===== config.mk =====
export PLATFORM = sky130hd
export DESIGN_NAME = rbc_half_round
export DESIGN_NICKNAME = d
export VERILOG_FILES = /design/src/rtl/rbc_pkg.sv /design/src/rtl/rbc_half_round.sv
export SDC_FILE = /design/constraint.sdc
export NUM_CORES = 1
export LEC_CHECK = 0
export BUFFER_PORTS_ARGS = -buffer_cell sky130_fd_sc_hd__buf_2
export CAP_MARGIN = 20
export CORE_AREA = 2 2 134 136
export CTS_BUF_LIST = sky130_fd_sc_hd__clkbuf_8
export CTS_CLUSTER_DIAMETER = 50
export DETAILED_ROUTE_END_ITERATION = 10
export DIE_AREA = 0 0 136 138
export GPL_TIMING_DRIVEN = 1
export PLACE_DENSITY = 0.92
export SYNTH_ARGS = -nofsm -noshare
export SYNTH_HDL_FRONTEND = slang
export SYNTH_SLANG_ARGS = --single-unit

===== constraint.sdc =====
create_clock -name clock -period 11.6 [get_ports clock]
set_input_delay 1.16 -clock clock [delete_from_list [all_inputs] [get_ports clock]]
set_output_delay 1.16 -clock clock [all_outputs]
set_load 0.02 [all_outputs]

===== src/rtl/rbc_pkg.sv =====
// Shared types, constants and round functions of the Raiden block cipher.
// No dependencies; every rtl module imports this package.
package rbc_pkg;

   localparam int ROUNDS     = 16;
   localparam int STAGES     = 2 * ROUNDS;
   localparam int RND_IDX_W  = (ROUNDS > 1) ? $clog2(ROUNDS) : 1;
   localparam int KEY_WORDS  = 4;
   localparam int CSR_ADDR_W = 4;
   localparam int CSR_DATA_W = 32;

   localparam int SHIFT_LEFT  = 9;
   localparam int SHIFT_RIGHT = 14;

   localparam logic [1:0] REG_KEY_WORD0 = 2'd0;
   localparam logic [1:0] REG_KEY_WORD1 = 2'd1;
   localparam logic [1:0] REG_KEY_WORD2 = 2'd2;
   localparam logic [1:0] REG_KEY_WORD3 = 2'd3;

   typedef logic [31:0] word_type;
   typedef logic [ROUNDS-1:0][31:0] subkey_array_type;
   typedef logic [KEY_WORDS-1:0][31:0] key_array_type;

   typedef struct packed {
      logic     operation;
      word_type block_word0;
      word_type block_word1;
      logic     last_block;
   } req_payload_type;

   typedef struct packed {
      word_type result_word0;
      word_type result_word1;
      logic     last_out;
   } rsp_payload_type;

   // Block state as it moves down the round pipeline.
   typedef struct packed {
      logic     operation;
      word_type b0;
      word_type b1;
      logic     last;
   } stage_type;

   typedef enum logic [1:0] {
      KS_IDLE,
      KS_LOAD,
      KS_RUN
   } ks_state_type;

   function automatic word_type mix(word_type s, word_type x);
      word_type a;
      word_type d;
      a = s + x;
      d = s - x;
      return (a << SHIFT_LEFT) ^ d ^ (a >> SHIFT_RIGHT);
   endfunction

   function automatic word_type next_subkey(key_array_type w);
      return (w[0] + w[1]) + ((w[2] + w[3]) ^ (w[0] << w[2][4:0]));
   endfunction

endpackage


===== src/rtl/rbc_half_round.sv =====
// One pipeline stage of the cipher: half of a Raiden round, encrypt or decrypt.
// Depends on rbc_pkg.
module rbc_half_round (
   input  logic                 clock,
   input  logic                 reset,
   input  logic                 enable,
   input  logic                 odd_half,
   input  logic                 in_valid,
   input  rbc_pkg::stage_type   in_stage,
   input  rbc_pkg::word_type    enc_subkey,
   input  rbc_pkg::word_type    dec_subkey,
   output logic                 out_valid,
   output rbc_pkg::stage_type   out_stage
);
   import rbc_pkg::*;

   logic      valid_ff;
   stage_type stage_ff;
   stage_type stage_in;
   logic      target_b0;
   word_type  subkey;
   word_type  target;
   word_type  other;
   word_type  f;
   word_type  updated;

   // Encrypt updates b0 then b1; decrypt undoes b1 then b0.
   always_comb begin
      target_b0 = ~(in_stage.operation ^ odd_half);
      subkey    = in_stage.operation ? dec_subkey : enc_subkey;
      target    = target_b0 ? in_stage.b0 : in_stage.b1;
      other     = target_b0 ? in_stage.b1 : in_stage.b0;
      f         = mix(subkey, other);
      updated   = in_stage.operation ? (target - f) : (target + f);
      stage_in  = in_stage;
      if (target_b0) begin
         stage_in.b0 = updated;
      end else begin
         stage_in.b1 = updated;
      end
   end

   always_ff @(posedge clock) begin
      if (reset) begin
         valid_ff <= 1'b0;
      end else if (enable) begin
         valid_ff <= in_valid;
      end
   end

   always_ff @(posedge clock) begin
      if (enable) begin
         stage_ff <= stage_in;
      end
   end

   assign out_valid = valid_ff;
   assign out_stage = stage_ff;

endmodule


==> summary.md <==
| Metric | Value |
|---|---|
| HPWL Detailed | 26360 um |
| Cell Rows | 49 |
| Hold Fails Final Rpt | 0 |
| Area grow syn2layout | 12.28% |
| Fmax | 108.5 MHz |
| CP max FO | 74 |
| Met2 usage | 0.5372 |
| M1 GR Usage | 0.4513 |
| Post-route setup TNS | 0 ns |
| Synth Instances | 1323 |
| Core area | 17530 um2 |
| Full die area | 18770 um2 |
| Final wirelength | 32180 um |
| Tcrit/Tclk final | 0.7946 |
| Number of synthesized flops with an enable pin | 66 |
| Post-CTS Resized | 0 |
| Skew final | 0 ns |
| Die Y-Extent | 138 um |
| CTS tree | built |
| Synth Area in Simple Gates | 0.2014 |
| Fin crit period | 9.217 ns |
| Post-synth ARST share | 0 |
| Ys Warns | 0 |
| Iteration-0 DRC count of the detailed router | 1119 |
| Final number of setup-violating endpoints | 0 |
| GRT Max-Usage Layer | met2 |
| CTS clock-pin slew for the worst setup and hold paths | 0.08 ns |
| Global-route wire length before repair | 49030 um |
| Initial antenna violation count | 2 |
| DRC | 0 |
| Htree depth | 3 |
| Slew margin rel. | 0.4529 |
| Min-Delay Path Class | reg2reg |
| Die X | 136 um |
| CP max stage delay | 0.64 ns |
| Clock Tree Buf Depth | 2 |
| Hold Buf Count CTS | 0 |
| Placer Congestion | 1.038 |
| Origin of the worst min-delay path | out_valid$_SDFFE_PP0P_ |
| Synth Area per Inst | 7.703 um2 |
| Final instance area | 11440 um2 |
| Critical R2R Capture | out_valid$_SDFFE_PP0P_ |
| Num CTS Buffers | 9 |
| RSZ-0062 raised after global routing | no |
| Root buffer cell | clkbuf_8 |
| # clock sinks | 67 |
| Hold Path End | out_valid$_SDFFE_PP0P_ |
| Most used DFF post-synth | edfxtp_1 |
| Final #Nets | 1716 |
| Post-Synthesis Cell Area | 10190 um2 |
| Initial Utilization | 0.5812 |
| Worst-margin pin slew | 0.8101 ns |
| Routed Antenna Nets | 0 |
| Startpoint types | input port |
| Total GRT Usage | 0.3291 |
| Vias | 10510 |
| Reg2reg start | out_valid$_SDFFE_PP0P_ |
| Post-DR wirelength/cell | 18.78 um |
| Req. time, crit path | 11.70 ns |
| Max_cap viols | 0 |
| Net count after synthesis | 1560 |
| Multiplexer share of the synthesized area | 0.04874 |
| Setup WS pre-CTS | 2.136 ns |
| Placement Cell Area | 11280 um2 |
| # port buffers | 201 |
| Number of global-route vias before repair | 9470 |
| Leakage power | 0.005274 uW |
| Clk Latency, worst-skew pair | 0.34 ns |
| Count of cell types in the netlist | 86 |
| #FFs+latches synth | 67 |
| Hold Path Cell Cnt | 2 |
| Final worst slack | 2.383 ns |
| Worst vdd ir | 138.9 uV |
| Reg2Reg Depth | 2 |
| Worst Path Arrival | 9.32 ns |
| Post-synthesis compound-gate area fraction | 0.2333 |
| Vias per Instance | 6.132 |
| Pre-Repair DR Iteration Count | 7 |
| Post-synthesis adder-cell area fraction | 0.1260 |
| GR Util met3 | 0.03484 |
| Status | completed |
| Worst R2R Setup Slack | 10.95 ns |
| Fill cell count | 1463 |
| Pin count of the biggest net entering global routing | 75 |
| CP Class | in2reg |
| CP max-delay cell | xnor2_4 |
| Largest family of logic cells by synthesized area | compound AO/OA/AOI/OAI gates |
| Critical Path End Type | flop |
| Final core utilization | 0.6526 |
| Max-slew violations | 0 |
| Io pins | 202 |
| Pwr Total | 2882 uW |
| Cell Pwr Density | 251.8 nW/um2 |
| # Post-CTS Setup Buffers | 0 |
| Layout cells sized above 1 | 0.1922 |
| Xor and xnor area share after synthesis | 0.1412 |
| Post-synthesis sequential area ratio | 0.1964 |
| GRT Residual Overflow | 0 |
[kinds of logic after synthesis]
kind of cell               Yosys count
AOI/OAI and AO/OA                  373
xor gates and xnor gates           156
adders and majority gates          102
buffers and inverters              138
DFF                                 67
muxes                               45
and+or+nand+nor                    442
[layout by cell type, fill, tap and decap left out, types with 4 or more instances in the layout]
cell type	instances
edfxtp_1	66
nand2_1	236
nand3_1	17
nand4_1	10
o21a_1	13
or3_1	6
mux2_2	30
or4_1	4
o21ai_0	108
and2_1	4
o31ai_1	6
xnor2_1	104
a211o_1	4
clkbuf_8	9
and4_1	6
xor2_1	45
buf_4	4
nand2b_1	16
o211ai_1	7
nor4_1	11
a21oi_1	100
buf_2	201
a31oi_1	21
inv_1	78
nor2_1	71
nor3_1	11
nor2b_1	17
a21o_1	29
mux2i_1	13
o21bai_1	10
a211oi_1	12
a221oi_1	8
or2_2	7
a21boi_0	4
and3_1	9
o31a_1	4
ha_1	101
[worst max path at each step]
stage,from,slack (ns),cells after the start,to
after floorplan,odd_half,3.87,32,out_stage[64]$_DFFE_PP_
after global placement,in_stage[65],2.37,30,out_stage[64]$_DFFE_PP_
after detailed placement,in_stage[65],2.14,30,out_stage[32]$_DFFE_PP_
after CTS,in_stage[65],2.52,30,out_stage[32]$_DFFE_PP_
after global routing,in_stage[65],1.64,30,out_stage[32]$_DFFE_PP_
final,in_stage[65],2.38,29,out_stage[32]$_DFFE_PP_
[critical path: cells and delay by family]
| family | cells | cell delay (ns) |
|---|---|---|
| xor+xnor | 5 | 1.47 |
| simple gates | 7 | 1.67 |
| compound gates | 13 | 3.34 |
| fa+ha+maj | 2 | 0.65 |
| buf+inv | 2 | 0.97 |
[flip-flops by register name, summed over array words and instances (netlist names)]
signal,flops
out_stage,66
out_valid,1
[power by group]
group	leakage [uW]	switching (uW)	total (uW)	internal, uW
Sequential	0.000652	23.3	465	442
Combinational	0.00454	1390	2250	863
Clock	0.0000783	90.0	164	74.3
Total	0.00527	1500	2880	1380
[per-layer routing]
metal / wire, um / up-vias
li1: - / 5009
met1: 13360 / 4793
met2: 14630 / 608
met3: 2963 / 100
met4: 1230 / 0
met5: 0 / -
[final cells by class]
cell class	count	area, um2	area share
multi-input combinational	1118	7662	0.6697
sequential	67	2002	0.1750
timing repair buffer	205	1036	0.09054
inverter	78	292.8	0.02559
tap	229	286.5	0.02504
clock buffer	9	123.9	0.01083
clock inverter	6	33.78	0.002952
antenna	2	5.005	0.0004374
[synth_stat cells, types with 7 or more instances]
| master | instances | area [um2] |
|---|---|---|
| inv_1 | 78 | 292.8 |
| xor2_1 | 45 | 394.1 |
| nor4_1 | 11 | 68.82 |
| edfxtp_1 | 66 | 1982 |
| o21ai_0 | 108 | 540.5 |
| o21bai_1 | 10 | 75.07 |
| clkbuf_1 | 35 | 131.4 |
| mux2_2 | 30 | 337.8 |
| nand3_1 | 17 | 85.08 |
| a21oi_1 | 100 | 500.5 |
| nor3_1 | 11 | 55.05 |
| mux2i_1 | 13 | 130.1 |
| a31oi_1 | 21 | 131.4 |
| a21o_1 | 29 | 217.7 |
| or2_2 | 7 | 43.79 |
| nor2b_1 | 17 | 106.4 |
| o211ai_1 | 7 | 52.55 |
| o21a_1 | 13 | 97.59 |
| xnor2_1 | 104 | 910.9 |
| nand2b_1 | 16 | 100.1 |
| nand4_1 | 10 | 62.56 |
| and3_1 | 9 | 56.30 |
| a211oi_1 | 12 | 90.09 |
| a221oi_1 | 8 | 70.07 |
| ha_1 | 101 | 1264 |
| buf_1 | 17 | 63.81 |
| nand2_1 | 237 | 889.6 |
| nor2_1 | 71 | 266.5 |
[through the flow]
step,hold slack (ns),std cells
floorplan,0.5788,1323
global placement,0.4710,1697
detailed placement,0.5353,1697
CTS,0.5823,1712
global route,0.6113,1714
finish,0.5782,1714
Note: power is estimated with default switching activity, not from simulation.
