## config.mk

```make
export PLATFORM = sky130hd
export DESIGN_NAME = rbc_key_sched
export DESIGN_NICKNAME = d
export VERILOG_FILES = /design/src/rtl/rbc_pkg.sv /design/src/rtl/rbc_key_sched.sv
export SDC_FILE = /design/constraint.sdc
export NUM_CORES = 1
export LEC_CHECK = 0
export BUFFER_PORTS_ARGS = -buffer_cell sky130_fd_sc_hd__clkbuf_2
export CORE_ASPECT_RATIO = 0.75
export CORE_MARGIN = 1.5
export CORE_UTILIZATION = 41
export DETAILED_ROUTE_END_ITERATION = 10
export GPL_TIMING_DRIVEN = 0
export PLACE_DENSITY = 0.62
export SETUP_SLACK_MARGIN = 0.15
export SYNTH_ARGS = -nofsm -noshare
export SYNTH_HDL_FRONTEND = slang
export SYNTH_SLANG_ARGS = --single-unit
```

## constraint.sdc

```tcl
create_clock -name clock -period 5.1 [get_ports clock]
set_clock_uncertainty 0.2 [all_clocks]
set_input_delay 0.765 -clock clock [delete_from_list [all_inputs] [get_ports clock]]
set_output_delay 0.765 -clock clock [all_outputs]
set_load 0.01 [all_outputs]
```

## src/rtl/rbc_pkg.sv

```systemverilog
// Shared types, constants and round functions of the Raiden block cipher.
// No dependencies; every rtl module imports this package.
package rbc_pkg;

   localparam int ROUNDS     = 16;
   localparam int STAGES     = 2 * ROUNDS;
   localparam int RND_IDX_W  = (ROUNDS > 1) ? $clog2(ROUNDS) : 1;
   localparam int KEY_WORDS  = 4;
   localparam int CSR_ADDR_W = 4;
   localparam int CSR_DATA_W = 32;

   localparam int SHIFT_LEFT  = 9;
   localparam int SHIFT_RIGHT = 14;

   localparam logic [1:0] REG_KEY_WORD0 = 2'd0;
   localparam logic [1:0] REG_KEY_WORD1 = 2'd1;
   localparam logic [1:0] REG_KEY_WORD2 = 2'd2;
   localparam logic [1:0] REG_KEY_WORD3 = 2'd3;

   typedef logic [31:0] word_type;
   typedef logic [ROUNDS-1:0][31:0] subkey_array_type;
   typedef logic [KEY_WORDS-1:0][31:0] key_array_type;

   typedef struct packed {
      logic     operation;
      word_type block_word0;
      word_type block_word1;
      logic     last_block;
   } req_payload_type;

   typedef struct packed {
      word_type result_word0;
      word_type result_word1;
      logic     last_out;
   } rsp_payload_type;

   // Block state as it moves down the round pipeline.
   typedef struct packed {
      logic     operation;
      word_type b0;
      word_type b1;
      logic     last;
   } stage_type;

   typedef enum logic [1:0] {
      KS_IDLE,
      KS_LOAD,
      KS_RUN
   } ks_state_type;

   function automatic word_type mix(word_type s, word_type x);
      word_type a;
      word_type d;
      a = s + x;
      d = s - x;
      return (a << SHIFT_LEFT) ^ d ^ (a >> SHIFT_RIGHT);
   endfunction

   function automatic word_type next_subkey(key_array_type w);
      return (w[0] + w[1]) + ((w[2] + w[3]) ^ (w[0] << w[2][4:0]));
   endfunction

endpackage

```

## src/rtl/rbc_key_sched.sv

```systemverilog
// Key registers on the APB-style port and the subkey schedule, one subkey a cycle.
// Depends on rbc_pkg.
module rbc_key_sched (
   input  logic                                clock,
   input  logic                                reset,
   input  logic                                csr_psel,
   input  logic                                csr_penable,
   input  logic                                csr_pwrite,
   input  logic [rbc_pkg::CSR_ADDR_W-1:0]      csr_paddr,
   input  logic [rbc_pkg::CSR_DATA_W-1:0]      csr_pwdata,
   output logic [rbc_pkg::CSR_DATA_W-1:0]      csr_prdata,
   output logic                                csr_pready,
   output logic                                keys_ready,
   output rbc_pkg::subkey_array_type           subkeys
);
   import rbc_pkg::*;

   key_array_type              key_ff;
   key_array_type              key_in;
   key_array_type              w_ff;
   key_array_type              w_in;
   subkey_array_type           sub_ff;
   subkey_array_type           sub_in;
   ks_state_type               state_ff;
   ks_state_type               state_in;
   logic [RND_IDX_W-1:0]       cnt_ff;
   logic [RND_IDX_W-1:0]       cnt_in;
   logic                       wr_en;
   logic [1:0]                 reg_idx;
   logic [1:0]                 w_idx;
   word_type                   v;

   assign csr_pready = 1'b1;
   assign wr_en      = csr_psel & csr_penable & csr_pwrite;
   assign reg_idx    = csr_paddr[3:2];

   always_comb begin
      unique case (reg_idx)
         REG_KEY_WORD0: csr_prdata = key_ff[0];
         REG_KEY_WORD1: csr_prdata = key_ff[1];
         REG_KEY_WORD2: csr_prdata = key_ff[2];
         REG_KEY_WORD3: csr_prdata = key_ff[3];
         default:       csr_prdata = '0;
      endcase
   end

   always_comb begin
      key_in = key_ff;
      if (wr_en) begin
         key_in[reg_idx] = csr_pwdata;
      end
   end

   always_ff @(posedge clock) begin
      if (reset) begin
         key_ff <= '0;
      end else begin
         key_ff <= key_in;
      end
   end

   assign v     = next_subkey(w_ff);
   assign w_idx = 2'(cnt_ff);

   // Any key write restarts the schedule from the new key.
   always_comb begin
      state_in = state_ff;
      cnt_in   = cnt_ff;
      w_in     = w_ff;
      sub_in   = sub_ff;
      unique case (state_ff)
         KS_IDLE: begin
         end
         KS_LOAD: begin
            w_in     = key_ff;
            cnt_in   = '0;
            state_in = KS_RUN;
         end
         KS_RUN: begin
            w_in[w_idx]    = v;
            sub_in[cnt_ff] = v;
            cnt_in         = cnt_ff + 1'b1;
            if (cnt_ff == RND_IDX_W'(ROUNDS - 1)) begin
               state_in = KS_IDLE;
            end
         end
         default: state_in = KS_LOAD;
      endcase
      if (wr_en) begin
         state_in = KS_LOAD;
      end
   end

   always_ff @(posedge clock) begin
      if (reset) begin
         state_ff <= KS_LOAD;
         cnt_ff   <= '0;
      end else begin
         state_ff <= state_in;
         cnt_ff   <= cnt_in;
      end
   end

   always_ff @(posedge clock) begin
      w_ff   <= w_in;
      sub_ff <= sub_in;
   end

   assign keys_ready = (state_ff == KS_IDLE);
   assign subkeys    = sub_ff;

endmodule

```

==> metrics.txt, run 1 <==
largest net degree at the start of global routing=22; # fillers=approximately 6400; clk_lat worst skew=0.65 ns; Crit-path slowest cell=fa_1; Fin. Hold Viols=0; Starting Density=0.4157; met3 routed wirelength=10440 um; crit path buf inv count=3; CTS clk-pin slew, worst paths=about 0.060 ns; IO Port Bufs=582; simple logic cell fraction of the synthesized area=0.06728; die footprint=roughly 80000 sq um; Syn Nets=2384; R2R depth=21; Synth top cells by count=edfxtp_1, nand2_1, a21oi_1; met2 wire length=53780 um; period utilization=1.133; Synth cell types=roughly 70; Synth top area share=0.5998; worst hold path type=primary input to flip-flop; first-pass GRT wire length=162100 um; RSZ-0062 raised after global routing=yes; DRC=0; Crit Reg-Reg Startpoint=w_ff[64]; Setup CP Type=flip-flop to flip-flop; drt first-iter violations=2419; drt total wl=around 120000 um; status=complete, but fails checks; CP Cell Sequence=ha_4 > fa_2 > a211oi_4 > o21ai_2 > a2111o_1 > nand3_4 > a21oi_1 > o31a_1 > or2_4 > a211o_1 > fa_1 > ha_4 > buf_12 > and3_4 > or3_4 > o21ai_2 > a31oi_2 > xnor2_2 > buf_6 > buf_4 > o2bb2ai_1; cell family with most CP delay=compound AO/OA/AOI/OAI gates; Total GRT Usage=0.2820; grt ovf=0; Seq cells post-synth=slightly below 800; Hold Startpoint=csr_pwdata[24]; clock root cell=clkbuf_16; Max Slew Vio Count=0; clk buf depth=3; Worst-Margin Slew=1.482 ns; CTS Sinks=between 700 and 800; Compound-Gate Fraction of Synth Area=0.09848; min Tclk post-route=~5.8 ns; Synth area leaders=edfxtp_1, dfxtp_1, mux4_2, nand2_1, o2bb2ai_1; hpwl dp=~85000 um; Reg2Reg Setup Slack=-0.68 ns; FF-to-FF End=w_ff[126]; Antenna Violating Nets Remaining=0; global placement routability congestion=about 0.96; Core ar.=77070 sq um; TritonCTS clock tree=yes; FMAX=between 150 and 200 MHz; die width=325.8 um; Worst EP arrival=roughly 5.9 ns; Yosys warnings=0; Post-Synth XOR/XNOR Area=0.02296; count leader, synth=edfxtp_1; Num CTS Buffers=76; Worst Path Max Fanout=10; WL/cell=about 28 um; initial antenna violation count=1; Post-synth EDFFs=640; Netlist Area Pre-Place=32040 sq um; cell area after placement=around 37000 sq um; vias in the first global route=22680; post-synthesis cell count=~2200; max_slew headroom=0.004204; # IOs=587; fraction of registers with async set/reset=0; H-tree Lvls=3; adder-cell area share of the yosys netlist=0.04717; mux cell area share after synthesis=0.05635; largest family of logic cells by synthesized area=compound AO/OA/AOI/OAI gates; largest area contributor in the netlist=edfxtp_1; worst path required time=5.26 ns; Final nets=3133; CP max stage delay=around 0.56 ns; sequential fraction of the synthesis area=0.6835; Via density=roughly 5.7; row cnt=88; final instance area=41270 sq um; diodes inserted=0; hold depth=3; final setup margin=-0.6803 ns; CP Capture Type=flip-flop; Final setup viols=448; Area Growth Syn to Fin=28.81%; critical path startpoint category=flip-flop; Main synth FF type=edfxtp_1; Mapped Avg Cell Area=~14 sq um; Pre-Repair DR Iteration Count=6; share of cells above drive strength 1=0.3498; failing checks=max-capacitance violations, negative setup slack; Highest Signal Layer=met5; M1 WL=~48000 um; hold path endpoint=key_ff[56]; Die Height=approximately 250 um; Via Count=23170; maxcap violations=1
==> area by class of cell <==
cell class | instances | area (sq um) | share of cell area
buffer | 113 | 576.8 | 0.01398
sequential | 774 | 21900 | 0.5306
clock inverter | 50 | 526.8 | 0.01276
inverter | 81 | 376.6 | 0.009125
tap | 1035 | 1295 | 0.03138
timing repair buffer | 671 | 3994 | 0.09677
multi-input combinational | 1274 | 10620 | 0.2572
clock buffer | 90 | 1986 | 0.04811
==> state kept, by name, indices dropped and copies added (netlist names) <==
register,count
subkeys,512
key_ff,128
w_ff,128
cnt_ff,4
state_ff,2
==> worst reg2reg max path, delay by kind of cell, from the launching register on <==
kind / cells / cell delay [ns]
buffers and inverters: 3 / 0.42
AND/OR/NAND/NOR: 4 / 0.93
XOR/XNOR: 1 / 0.18
AO/OA/AOI/OAI: 9 / 1.96
adder cells (fa/ha/maj): 4 / 1.36
flip-flops: 1 / 0.44
==> stage by stage <==
step	setup slack, ns	instances	hold WS, ns	util	TNS [ns]
floorplan	0.07805	2242	0.2461	-	0
global placement	-2.537	3859	0.2556	0.4717	-1061.00
detailed placement	-1.923	3890	0.2619	0.4801	-628.16
CTS	-0.6958	4074	0.1372	0.5250	-209.31
global route	-0.8070	4088	0.1629	0.5355	-248.79
finish	-0.6803	4088	0.1809	0.5355	-181.65
==> routing by layer <==
metal  up-vias  GRT usage
li1       9903          -
met1     11720     0.3858
met2      1323     0.4445
met3       217    0.07314
met4         2    0.08112
met5         -          0
==> worst max path at each step <==
stage	startpoint	end	cells after the start
after global routing	w_ff[64]	subkeys[346]	21
final	w_ff[64]	w_ff[126]	21
after global placement	state_ff[0]	subkeys[1]	6
after floorplan	w_ff[64]	subkeys[126]	19
after detailed placement	w_ff[66]	subkeys[85]	18
after CTS	w_ff[64]	subkeys[220]	22
==> kinds of logic after synthesis <==
logic type	Yosys count
AOI/OAI and AO/OA	473
and+or+nand+nor	512
adders and majority gates	101
muxes	103
buffers and inverters	194
other	1
DFF	774
xor gates and xnor gates	84
==> cells in the final DEF, fill, tap and decap left out, types with 61 or more instances in the layout <==
cell       instances
a21oi_1          185
clkbuf_1          95
clkbuf_16         77
clkbuf_2         591
dfxtp_1          134
edfxtp_1         640
inv_1             62
mux4_2            61
nand2_1          314
nor2_1            62
o2bb2ai_1        114
==> what timing repair did <==
| item | CTS | global route |
|---|---|---|
| gates resized for setup | 125 | 144 |
| hold buffers | 0 | 0 |
| gates cloned | 0 | 0 |
| buffers inserted | 44 | 14 |
| pin swaps | 32 | 31 |
| endpoints found under the setup margin | 512 | 546 |
Power of run 1 is left out: the tool's default activity adds up to more than one toggle a clock period on the data nets, which glitch-free logic cannot reach.
==> inputs of run 2 (changes only) <==
- TNS_END_PERCENT: unset -> 50
==> run 2 against run 1 <==
Compared with the run above: the run ends with negative setup slack left; maximum frequency increased by 0.89%; final area up 1.6%; sequential cell count unchanged; via count increased by 1.5%; die area did not move; utilization increased by 0.87 points; wire length barely moved.
==> metrics.txt, run 2 (synthesized netlist as in run 1, its figures left out) <==
min Tclk post-route=between 5 and 6 ns; fin util=0.5442; GR Util met2=0.4450; Final nets=approximately 3200; die footprint=roughly 80000 sq um; cell family with most CP delay=compound AO/OA/AOI/OAI gates; clock root cell=clkbuf_16; Area Growth Syn to Fin=30.91%; CTS clk-pin slew, worst paths=0.06 ns; Reg2Reg Setup Slack=-0.63 ns; Num CTS Buffers=between 70 and 80; Total GRT Usage=0.2799; DRC=0; Crit-path slowest cell=a2111o_1; # fillers=around 6400; drt first-iter violations=between 2000 and 3000; FF-to-FF End=subkeys[351]; CP Capture Type=flip-flop; Die Height=between 200 and 250 um; grt ovf=0; Worst-Margin Slew=1.106 ns; Worst Path Max Fanout=16; critical path startpoint category=flip-flop; hold depth=3; drt total wl=115500 um; Hold Startpoint=csr_pwdata[27]; initial antenna violation count=3; maxcap violations=0; global route hottest layer=met2; Via density=about 5.7; FMAX=about 170 MHz; hold_ws=0.1758 ns; Via Count=around 24000; WL/cell=about 28 um; most common cell after layout, fill and taps aside=edfxtp_1; die width=between 300 and 400 um; H-tree Lvls=3; first-pass GRT wire length=roughly 160000 um; Worst EP arrival=approximately 5.9 ns; met1 Use GR=0.3783; global placement routability congestion=0.9848; final setup margin=-0.6296 ns; CP Cell Sequence=ha_4 > fa_2 > a211oi_4 > o21ai_4 > a2111o_1 > a31oi_4 > a21oi_4 > a21oi_2 > o21bai_1 > xnor2_1 > fa_1 > ha_4 > a21oi_2 > o21ai_2 > nand2b_1 > nand4_1 > o2111a_2 > nor3b_4 > o211a_4 > nor2_4 > buf_12; # IOs=roughly 600; Antenna Violating Nets Remaining=0; Pre-Repair DR Iteration Count=7; Max Slew Vio Count=0; Starting Density=0.4157; vias in the first global route=~23000; setup_tns=-130.05 ns; worst hold path type=primary input to flip-flop; worst path required time=5.28 ns; crit path buf inv count=1; Core ar.=roughly 77000 sq um; flip-flop count of the largest register after layout=just over 500; period utilization=1.123; clk buf depth=3; CP max stage delay=around 0.52 ns; failing checks=negative setup slack; most frequent cells in the layout=edfxtp_1, clkbuf_2, nand2_1; hold path endpoint=key_ff[59]; share of cells above drive strength 1=0.3696; IO Port Bufs=slightly below 600; Final setup viols=around 380; GRT met3 Usage=0.07047; hpwl dp=between 80000 and 90000 um; status=complete, but fails checks; CTS Sinks=between 700 and 800; Fin. Hold Viols=0; largest net degree at the start of global routing=24; R2R depth=21; Crit Reg-Reg Startpoint=w_ff[64]; Setup CP Type=flip-flop to flip-flop; row cnt=between 80 and 90; TritonCTS clock tree=yes; clk_lat worst skew=between 0.6 and 0.7 ns; RSZ-0062 raised after global routing=yes; max_slew headroom=0.2627
## run 2: cell type report
type                       instances  area (sq um)  share of cell area
sequential                       774         21900              0.5221
multi-input combinational       1274         10970              0.2615
timing repair buffer             702          4307              0.1027
clock buffer                      95          2004             0.04779
tap                             1035          1295             0.03087
buffer                           113         593.1             0.01414
clock inverter                    44         481.7             0.01148
inverter                          81         386.6            0.009217
timing repair inverter             1         7.507           0.0001790
antenna                            1         2.502          0.00005966
## run 2: repair_timing
| item | 4_1_cts | 5_1_grt |
|---|---|---|
| gates cloned | 1 | 1 |
| pin swaps | 63 | 54 |
| setup endpoints to repair | 528 | 520 |
| setup buffers | 59 | 30 |
| gates resized for setup | 202 | 150 |
| hold buffers | 0 | 0 |
## run 2: tightest hold or removal path, delay by kind of cell
family	cells	cell delay, ns
compound gates	1	0.05
buf+inv	1	0.10
simple gates	1	0.06
## run 2: per-stage QoR
| stage | cells | instance area [sq um] | setup WS [ns] |
|---|---|---|---|
| after CTS | 4088 | 40940 | -0.6555 |
| after global placement | 3859 | 36350 | -2.623 |
| after global routing | 4119 | 41940 | -0.7476 |
| final | 4120 | 41950 | -0.6296 |
| after floorplan | 2242 | 32140 | 0.07805 |
| after detailed placement | 3889 | 36960 | -1.954 |
## run 2: worst max path at each step
stage	startpoint	end	slack [ns]	cells past startpoint
6_report	w_ff[64]	subkeys[351]	-0.63	21
5_1_grt	w_ff[64]	subkeys[319]	-0.75	21
4_1_cts	w_ff[64]	subkeys[442]	-0.66	21
3_5_place_dp	w_ff[66]	subkeys[216]	-1.95	20
3_3_place_gp	state_ff[0]	subkeys[11]	-2.62	6
2_1_floorplan	w_ff[64]	subkeys[126]	0.08	19
## run 2: layer usage
metal / wire (um) / share of wire / up-vias
met2: 54340 / 0.47 / 1339
met3: 10910 / 0.094 / 226
met4: 3603 / 0.031 / 2
met5: 10 / 0.000087 / -
met1: 46640 / 0.40 / 11990
li1: - / - / 9956
Power of run 2 is left out for the same reason.
